--- src/rtl/bfu_pkg.sv ---
package bfu_pkg;

    // frame geometry and fraction precision
    localparam int SRC_COLS  = 32;
    localparam int SRC_ROWS  = 24;
    localparam int DST_COLS  = 320;
    localparam int DST_ROWS  = 240;
    localparam int FRAC_BITS = 8;

    // fixed field widths of the item and result
    localparam int SAMPLE_W = 16;
    localparam int INDEX_W  = 10;
    localparam int X_W      = 9;
    localparam int Y_W      = 8;

    // op codes
    localparam logic OP_WRITE = 1'b0;
    localparam logic OP_QUERY = 1'b1;

    // frame store
    localparam int DEPTH  = SRC_ROWS * SRC_COLS;
    localparam int ADDR_W = $clog2(DEPTH);

    // source and saturated destination index widths
    localparam int XI_W = $clog2(SRC_COLS);
    localparam int YI_W = $clog2(SRC_ROWS);
    localparam int DX_W = $clog2(DST_COLS);
    localparam int DY_W = $clog2(DST_ROWS);

    // horizontal mapping: v = dest * (SRC-1) * 2^F / (DST-1), by reciprocal multiply
    localparam longint KX_L   = longint'(SRC_COLS - 1) << FRAC_BITS;
    localparam longint DENX_L = longint'(DST_COLS - 1);
    localparam int     NX_W   = $clog2(DENX_L * KX_L + 1);
    localparam longint MX_L   = (longint'(1) << NX_W) / DENX_L;
    localparam int     MX_W   = $clog2(MX_L + 1);
    localparam int     VX_W   = $clog2(KX_L + 1);
    localparam logic [NX_W-1:0] KX_C   = NX_W'(KX_L);
    localparam logic [NX_W-1:0] DENX_C = NX_W'(DENX_L);
    localparam logic [MX_W-1:0] MX_C   = MX_W'(MX_L);

    // vertical mapping, same scheme
    localparam longint KY_L   = longint'(SRC_ROWS - 1) << FRAC_BITS;
    localparam longint DENY_L = longint'(DST_ROWS - 1);
    localparam int     NY_W   = $clog2(DENY_L * KY_L + 1);
    localparam longint MY_L   = (longint'(1) << NY_W) / DENY_L;
    localparam int     MY_W   = $clog2(MY_L + 1);
    localparam int     VY_W   = $clog2(KY_L + 1);
    localparam logic [NY_W-1:0] KY_C   = NY_W'(KY_L);
    localparam logic [NY_W-1:0] DENY_C = NY_W'(DENY_L);
    localparam logic [MY_W-1:0] MY_C   = MY_W'(MY_L);

    // blend arithmetic
    localparam int W_W    = 2 * FRAC_BITS + 1;
    localparam int PROD_W = SAMPLE_W + W_W + 1;
    localparam int ACC_W  = PROD_W + 2;
    localparam logic [FRAC_BITS:0] ONE_C = (FRAC_BITS + 1)'(1) << FRAC_BITS;
    localparam logic signed [ACC_W-1:0] RES_MAX = ACC_W'((2 ** (SAMPLE_W - 1)) - 1);
    localparam logic signed [ACC_W-1:0] RES_MIN = ~RES_MAX;

    // queue between front and back
    localparam int QDEPTH = 4;
    localparam int QPTR_W = $clog2(QDEPTH);
    localparam int QCNT_W = $clog2(QDEPTH + 1);

    typedef struct packed {
        logic                       op;
        logic [INDEX_W-1:0]         src_index;
        logic signed [SAMPLE_W-1:0] sample_value;
        logic [X_W-1:0]             dest_x;
        logic [Y_W-1:0]             dest_y;
    } in_item_t;

    typedef struct packed {
        logic signed [SAMPLE_W-1:0] interp_value;
        logic [X_W-1:0]             out_x;
        logic [Y_W-1:0]             out_y;
    } out_item_t;

    // classified item handed from front to back
    typedef struct packed {
        logic                       is_query;
        logic                       wr_en;
        logic [ADDR_W-1:0]          addr;
        logic signed [SAMPLE_W-1:0] value;
        logic [DX_W-1:0]            dx;
        logic [DY_W-1:0]            dy;
        logic [X_W-1:0]             raw_x;
        logic [Y_W-1:0]             raw_y;
    } cmd_t;

endpackage

--- src/rtl/bfu_front.sv ---
module bfu_front (
    input  logic               clk,
    input  logic               rst_n,
    input  logic               item_valid,
    output logic               item_stall,
    input  bfu_pkg::in_item_t  item,
    output logic               cmd_valid,
    output bfu_pkg::cmd_t      cmd,
    input  logic               take
);
    import bfu_pkg::*;

    cmd_t              cls;
    cmd_t              q_mem [QDEPTH];
    logic [QPTR_W-1:0] wr_ptr_reg, wr_ptr_next;
    logic [QPTR_W-1:0] rd_ptr_reg, rd_ptr_next;
    logic [QCNT_W-1:0] count_reg, count_next;
    logic              push;

    // classify the incoming item
    always_comb
    begin
        cls.is_query = (item.op == OP_QUERY);
        cls.wr_en    = (item.op == OP_WRITE) && (32'(item.src_index) < DEPTH);
        cls.addr     = ADDR_W'(item.src_index);
        cls.value    = item.sample_value;
        cls.dx       = (32'(item.dest_x) >= DST_COLS) ? DX_W'(DST_COLS - 1)
                                                      : DX_W'(item.dest_x);
        cls.dy       = (32'(item.dest_y) >= DST_ROWS) ? DY_W'(DST_ROWS - 1)
                                                      : DY_W'(item.dest_y);
        cls.raw_x    = item.dest_x;
        cls.raw_y    = item.dest_y;
    end

    // queue handshake
    assign item_stall = (count_reg == QCNT_W'(QDEPTH));
    assign push       = item_valid && !item_stall;
    assign cmd_valid  = (count_reg != '0);
    assign cmd        = q_mem[rd_ptr_reg];

    // pointer and fill count update
    always_comb
    begin
        wr_ptr_next = push ? wr_ptr_reg + 1'b1 : wr_ptr_reg;
        rd_ptr_next = take ? rd_ptr_reg + 1'b1 : rd_ptr_reg;
        count_next  = count_reg;
        if (push && !take)
        begin
            count_next = count_reg + 1'b1;
        end
        else if (take && !push)
        begin
            count_next = count_reg - 1'b1;
        end
    end

    always_ff @(posedge clk or negedge rst_n)
    begin
        if (!rst_n)
        begin
            wr_ptr_reg <= '0;
            rd_ptr_reg <= '0;
            count_reg  <= '0;
        end
        else
        begin
            wr_ptr_reg <= wr_ptr_next;
            rd_ptr_reg <= rd_ptr_next;
            count_reg  <= count_next;
        end
    end

    // queue storage
    always_ff @(posedge clk)
    begin
        if (push)
        begin
            q_mem[wr_ptr_reg] <= cls;
        end
    end

endmodule

--- config.mk ---
export PLATFORM = sky130hd
export DESIGN_NAME = bfu_front
export DESIGN_NICKNAME = d
export VERILOG_FILES = /design/src/rtl/bfu_pkg.sv /design/src/rtl/bfu_front.sv
export SDC_FILE = /design/constraint.sdc
export NUM_CORES = 1
export LEC_CHECK = 0
export ABC_AREA = 1
export CORE_UTILIZATION = 59
export CTS_CLUSTER_DIAMETER = 80
export DETAILED_ROUTE_END_ITERATION = 8
export DONT_BUFFER_PORTS = 1
export PLACE_DENSITY = 0.8
export SLEW_MARGIN = 0
export SYNTH_ARGS = -nofsm -noshare
export SYNTH_HDL_FRONTEND = slang
export SYNTH_SLANG_ARGS = --single-unit
--- constraint.sdc ---
create_clock -name clk -period 4.2 [get_ports clk]
set_input_delay 0.21 -clock clk [delete_from_list [all_inputs] [get_ports clk]]
set_output_delay 0.21 -clock clk [all_outputs]
set_load 0.005 [all_outputs]
==> results of run 1 <==
worst max-delay path, cell delays in order, from the launching register on:
cell and delay, ps:
dfrtp_4 930, buf_4 660, nand2_1 140, o211ai_1 120
nand2_1 150
cells in the final DEF (no fill, tap or decap), drive strengths merged:
master / instances
xnor2: 1
inv: 150
and2: 2
edfxtp: 248
nand3: 5
fa: 1
o211ai: 124
o21ai: 2
buf: 8
a21oi: 1
clkinv: 13
ha: 5
dlygate4sd3: 47
nand2: 208
nand4: 2
xor2: 2
diode: 1
clkbuf: 34
bufinv: 2
nor2: 4
dfrtp: 7
metal layers:
layer	GRT usage	vias up	wire length, microns
li1	-	2851	-
met1	0.260	2857	7690
met2	0.402	177	10300
met3	0.0561	44	1380
met4	0.0787	0	527
met5	0	-	0
power by group through the flow:
stage	clock network [uW]	registers, uW	logic (uW)
CTS	2210	3590	2240
detailed placement	0	3640	2170
global placement	0	3620	2090
global route	2300	3650	2470
finish	2180	3590	2200
floorplan	0	3540	1890
cell families after synthesis:
logic type	after synthesis	synth area share
compound gates	127	0.0961
flops	255	0.724
buf+inv	196	0.0890
simple gates	221	0.0804
xor+xnor	3	0.00250
fa+ha+maj	6	0.00785
through the flow:
stage               area (sq um)  power (uW)
floorplan                  10500        5430
global placement           10600        5700
detailed placement         10600        5810
CTS                        11800        8040
global route               11800        8420
finish                     11800        7970
area by class of cell:
cell class	instances	area, sq um	area share
clock buffers	34	702	0.0593
multi-input cells	357	2000	0.168
repair buffers	55	556	0.0469
diodes	1	2.50	0.000211
clock inverters	14	111	0.00940
inverters	151	568	0.0480
flip-flops and latches	255	7630	0.644
well taps	225	282	0.0238
worst min path at each step:
stage / endpoint / slack (ps) / cells after the start
floorplan: count_reg[0]$_DFFE_PN0P_ / -90 / 0
global placement: count_reg[0]$_DFFE_PN0P_ / -90 / 0
detailed placement: count_reg[0]$_DFFE_PN0P_ / -90 / 0
CTS: rd_ptr_reg[0]$_DFFE_PN0P_ / 10 / 1
global route: q_mem[0][21]$_DFFE_PP_ / 20 / 1
finish: rd_ptr_reg[0]$_DFFE_PN0P_ / 30 / 1
==> metrics.yaml, run 1 <==
critical_path.endpoint: "cmd[48]"
grt_max_degree: 107
start_util: 0.606
grt-ovfl-total: 0
via_per_inst: 5.43
path_max_fanout: 80
drcViolationCount: 0
core_area_sq_um: 17400
yosysTopAreaCellShare: 0.708
maxCapViolations: 0
syn-num-nets: 862
die-area_sq_um: 18400
final_max_slew_viol_count: 0
io_buffers: 0
finalWorstSetupSlack_ps: 1400
finalCriticalPeriod_ps: 2800
syn_area_sq_um: 10500
p_sw_uw: 2690
end_kind: "primary output"
p_seq_frac: 0.451
hp-class: "input port to async pin"
clock_latency_ps: 520
antenna_found_initial: 1
rr_startpoint: "count_reg[0]$_DFFE_PN0P_"
post_cts_buffers: 0
fillers: 1150
die_w_microns: 136
fin_hold_ws_ps: 26.0
cts_tree: "built"
wl_per_cell_microns: 18.3
status: "finished, final reports clean"
final_cells: 1092
min_period_over_period: 0.667
synth_edf_count: 248
io_pins: 112
yosysTopAreaCell: "edfxtp_1"
largest_reg_flops: 248
cts.reportedPaths.clkPinSlew_ps: 60
ff2ff_setup_slack_ps: 1870
critPathKind: "flop to primary output"
slew_headroom: 0.245
grt_pass1_vias: 6150
arrival_ps: 2590
cts_buffers: 26
tightest_slew_ps: 1130
p_clk_frac: 0.274
syn_inst: 808
timing.rr.end: "q_mem[0][28]$_DFFE_PP_"
routed_wl_microns: 19900
grt_util_all_layers: 0.224
required_ps: 3990
cts_resized: 0
ys.flop_type: "edfxtp_1"
p_comb_frac: 0.276
cellPowerDensity_nw_per_um2: 673
utilization: 0.682
place.gp.congestion: 0.765
synth_common_cells: "248 x edfxtp_1, 208 x nand2_1, 150 x inv_1, 111 x o211ai_1, 23 x buf_6"
drt_iter0_drc: 461
post-place-ws_ps: 1870
final_antenna_net_count: 0
p_leak_uw: 0.00461
ff2ff_path_depth: 5
synthArstFlopShare: 0.0275
dp.cells: 996
rows: 48
h-tree-depth: 1
hpwl_microns: 11200
nNetsFinal: 900
start_kind: "flop"
setup_tns_ps: 0
ys_seq_area_frac: 0.724
fin_skew_ps: 6.48
yosys_warnings: 0
ys_seq_elements: 255
p_int_uw: 5280
synth_area_leaders: "edfxtp_1 71%, o211ai_1 7.9%, nand2_1 7.4%"
synth_cell_types: 22
cts-root-buf: "clkbuf_16"
fmax_ghz: 0.357
vias: 5929
grt_pass1_wl_microns: 31300
cts_buffer_depth: 3
vdd_drop_max_mv: 0.490
yosys.cell_count.top_type: "edfxtp_1"
chipHeight_microns: 136
setup_viol: 0
cts_sinks: 255
area_delta_synth_final_pct: 12.5
synth_area_per_cell_sq_um: 13.0
drive_gt1_frac: 0.0716
holdBufCountCts: 47
hold_viol: 0
worstSetupStartpoint: "rd_ptr_reg[0]$_DFFE_PN0P_"
drt_first_pass_iters: 5
swShare: 0.337
grt_setup_unrepaired: "no"
Power figures use the tool's default switching activity.
==> run 2, diff against run 1 <==
CORE_UTILIZATION = 57   (was 59)
clock period = 2.28 ns   (was 4.2 ns; I/O delays follow)
==> metrics.yaml, run 2 (synthesis gave the netlist of run 1 again) <==
status: "finished, final reports clean"
die_w_microns: 138
p_clk_frac: 0.272
dpl_cell_area_sq_um: 10700
critPathKind: "flop to primary output"
p_leak_uw: 0.00466
final_common_cell: "edfxtp_1"
grt_setup_unrepaired: "no"
fillers: 1260
grt_most_used_layer: "met2"
grt_pass1_vias: 5872
wl_per_cell_microns: 17.5
fmax_ghz: 0.493
grt_util_all_layers: 0.207
final_cells: 1100
clock_latency_ps: 520
arrival_ps: 1910
min_period_over_period: 0.889
finalCriticalPeriod_ps: 2030
grt-ovfl-total: 0
start_util: 0.584
place.gp.congestion: 0.772
final_cell_mix: "248 x edfxtp_1, 208 x nand2_1, 150 x inv_1"
h-tree-depth: 1
end_kind: "primary output"
grtUsageMet3: 0.0475
drive_gt1_frac: 0.0758
gr-usage-met1: 0.246
final_antenna_net_count: 0
fin_skew_ps: 12.3
cts.reportedPaths.clkPinSlew_ps: 60
swShare: 0.334
p_seq_frac: 0.436
fin_area_sq_um: 12000
hp-start: "item[6]"
start_kind: "flop"
cellPowerDensity_nw_per_um2: 1240
antenna_found_initial: 0
hp-class: "input port to flop"
cts_buffers: 26
cts_tree: "built"
drcViolationCount: 0
nNetsFinal: 906
p_comb_frac: 0.292
io_pins: 112
slew_headroom: 0.495
rr_startpoint: "count_reg[0]$_DFFE_PN0P_"
path_max_fanout: 62
final_max_slew_viol_count: 0
io_buffers: 0
fin_hold_ws_ps: 76.7
grt_max_degree: 108
required_ps: 2170
cts_sinks: 255
routed_wl_microns: 19300
grt_use_met2: 0.368
maxCapViolations: 0
largest_reg_flops: 248
drt_iter0_drc: 382
chipHeight_microns: 138
worstSetupStartpoint: "rd_ptr_reg[1]$_DFFE_PN0P_"
hpwl_microns: 10800
vias: 5949
die-area_sq_um: 19000
vdd_drop_max_mv: 0.709
cts-root-buf: "clkbuf_16"
p_int_uw: 9850
core_area_sq_um: 18000
tightest_slew_ps: 757
total_power_uw: 14800
hold_viol: 0
p_sw_uw: 4950
rows: 49
post_cts_buffers: 0
dp.cells: 1005
cts_buffer_depth: 3
setup_viol: 0
grt_pass1_wl_microns: 29600
via_per_inst: 5.41
area_delta_synth_final_pct: 13.6
drt_first_pass_iters: 5
antenna_cells: 0
==> run 2: cell types whose count changed in the layout (fill, tap and decap cells not counted), sizes merged <==
cell / previous run / this run
buf: 8 / 13
clkinv: 13 / 12
diode: 1 / 0
dlygate4sd3: 47 / 48
==> run 2: power by group through the flow <==
stage | combinational [uW] | clock, uW | sequential, uW
after floorplan | 3500 | 0 | 6470
after global placement | 4150 | 0 | 6500
after detailed placement | 4280 | 0 | 6550
after CTS | 4410 | 4080 | 6460
after global routing | 4870 | 4270 | 6530
final | 4320 | 4020 | 6460
==> run 2: path summary, 6_finish.rpt <==
kind / end / slack, ps / cells past startpoint
max in group asynchronous: rd_ptr_reg[0]$_DFFE_PN0P_ / 1490 / 2
max: cmd[7] / 250 / 3
min in group asynchronous: wr_ptr_reg[1]$_DFFE_PN0P_ / 490 / 2
max reg2reg: count_reg[2]$_DFFE_PN0P_ / 430 / 12
min reg2reg: count_reg[2]$_DFFE_PN0P_ / 520 / 2
min: q_mem[1][20]$_DFFE_PP_ / 80 / 2
==> run 2: repair_timing <==
action / in CTS / in global routing
resized for setup: 0 / 0
hold buffers: 48 / 0
hold endpoints to repair: 260 / 0
==> run 2: cell type report <==
class                   instances  area, sq um  area share
multi-input cells             357         2000       0.167
well taps                     229          287      0.0240
clock inverters                13          110     0.00921
inverters                     151          568      0.0475
clock buffers                  34          702      0.0587
flip-flops and latches        255         7630       0.638
repair buffers                 61          666      0.0557
==> run 2: stage by stage <==
| stage | util | worst slack, ps | TNS [ps] |
|---|---|---|---|
| final | 0.663 | 252 | 0 |
| after global routing | 0.663 | 125 | 0 |
| after CTS | 0.663 | 211 | 0 |
| after detailed placement | 0.592 | 478 | 0 |
| after global placement | 0.592 | 604 | 0 |
| after floorplan | - | -529 | -131270 |
==> run 2: routing by layer <==
layer	part of all wire	up-vias
li1	-	2859
met2	0.51	155
met5	0	-
met3	0.061	40
met1	0.40	2895
met4	0.029	0
==> run 2: critical path, cell delays in order, from the launching register on <==
cell	delay (ps)
dfrtp_2	370
buf_4	610
o211ai_1	220
nand2_1	190
==> run 3, diff against run 2 <==
CORE_UTILIZATION = 59   (was 57)
CTS_BUF_LIST = sky130_fd_sc_hd__clkbuf_4   (was not set)
CTS_CLUSTER_SIZE = 25   (was not set)
PLACE_DENSITY = 0.83   (was 0.8)
TNS_END_PERCENT = 10   (was not set)
==> metrics.yaml, run 3 (synthesis gave the netlist of run 1 again) <==
area_delta_synth_final_pct: 7.76
cts_resized: 0
grt_pass1_wl_microns: 29300
drt_first_pass_iters: 6
dp.cells: 1004
start_kind: "flop"
drt_iter0_drc: 382
chipHeight_microns: 136
grt_max_degree: 63
cts_tree: "built"
cts_buffer_depth: 3
via_per_inst: 5.42
vias: 5831
fin_hold_ws_ps: 155
rr_startpoint: "count_reg[0]$_DFFE_PN0P_"
place.gp.congestion: 0.779
fmax_ghz: 0.488
hold_viol: 0
path_max_fanout: 28
drive_gt1_frac: 0.0683
core_area_sq_um: 17400
gr-usage-met1: 0.259
min_period_over_period: 0.899
critPathMaxStageDelay_ps: 610
drcViolationCount: 0
finalWorstSetupSlack_ps: 229
slew_headroom: 0.565
cts.reportedPaths.clkPinSlew_ps: 230
hpwl_microns: 11000
crit_chain: "buf_4 > nand2_1 > o211ai_1 > nand2_1"
cellPowerDensity_nw_per_um2: 1100
setup_tns_ps: 0
clock_latency_ps: 660
hp-start: "item[34]"
die_w_microns: 136
die-area_sq_um: 18400
grt_setup_unrepaired: "no"
antenna_found_initial: 1
cp_slowest_cell: "dfrtp_4"
cts_sinks: 255
grt_use_met2: 0.360
cts-root-buf: "clkbuf_4"
required_ps: 2170
io_buffers: 0
grt_util_all_layers: 0.208
utilization: 0.653
post-place-ws_ps: 396
maxCapViolations: 0
status: "finished, final reports clean"
h-tree-depth: 1
hp-class: "input port to flop"
critPathKind: "flop to primary output"
final_antenna_net_count: 0
final_cell_mix: "248 x edfxtp_1, 208 x nand2_1, 150 x inv_1"
final_common_cell: "edfxtp_1"
rows: 48
tightest_slew_ps: 648
final_max_slew_viol_count: 0
critPathMostFrequentCell: "nand2_1"
largest_reg_flops: 248
grt_pass1_vias: 5909
wl_per_cell_microns: 17.3
arrival_ps: 1940
start_util: 0.606
grt-ovfl-total: 0
nNetsFinal: 899
cts_buffers: 14
setup_viol: 0
finalCriticalPeriod_ps: 2050
worstSetupStartpoint: "rd_ptr_reg[0]$_DFFE_PN0P_"
end_kind: "primary output"
io_pins: 112
fin_skew_ps: 29.8
vdd_drop_max_mv: 0.768
p_leak_uw: 0.00438
grtUsageMet3: 0.0475
routed_wl_microns: 18600
grt_most_used_layer: "met2"
final_cells: 1075
[run 3: final timing paths]
check	end	slack [ps]	cells past startpoint
setup / recovery	cmd[21]	230	4
hold / removal	q_mem[1][51]$_DFFE_PP_	150	1
setup reg to reg	count_reg[1]$_DFFE_PN0P_	340	9
hold reg to reg	count_reg[2]$_DFFE_PN0P_	570	2
max in group asynchronous	wr_ptr_reg[1]$_DFFE_PN0P_	1690	2
min in group asynchronous	rd_ptr_reg[0]$_DFFE_PN0P_	300	2
[run 3: what timing repair did]
action | 4_1_cts | 5_1_grt
buffers inserted | 1 | 1
hold endpoints to repair | 262 | 0
setup endpoints to repair | 5 | 1
hold buffers | 48 | 0
gates cloned | 0 | 0
[run 3: where the power goes]
group / internal, uW / total [uW] / leakage [uW] / switching (uW)
clock network: 391 / 1670 / 0.0000965 / 1280
registers: 6150 / 6440 / 0.00235 / 288
logic: 1360 / 4390 / 0.00194 / 3030
total: 7910 / 12500 / 0.00438 / 4590
[run 3: layer usage]
metal | vias to the layer above | wire [microns] | share of wire
met5 | - | 0 | 0
met4 | 0 | 334 | 0.018
met3 | 22 | 1190 | 0.064
met2 | 157 | 9440 | 0.51
met1 | 2819 | 7610 | 0.41
li1 | 2833 | - | -
[run 3: final cells by class]
| type | count | area (sq um) |
|---|---|---|
| tap | 225 | 282 |
| clock inverter | 2 | 25.0 |
| multi-input combinational | 357 | 2000 |
| sequential | 255 | 7630 |
| timing repair buffer | 66 | 707 |
| inverter | 151 | 568 |
| clock buffer | 18 | 135 |
| fill | 1234 | 6010 |
| antenna | 1 | 2.50 |
[run 3: per-stage QoR]
step	power (uW)	area, sq um
floorplan	9970	10500
global placement	10600	10700
detailed placement	10900	10700
CTS	12600	11300
global route	13300	11300
finish	12500	11300
[run 3: critical path: cells and delay by family, from the launching register on]
family          cells  cell delay [ps]
compound gates      1               90
buf+inv             1              330
simple gates        2              240
flops               1              610
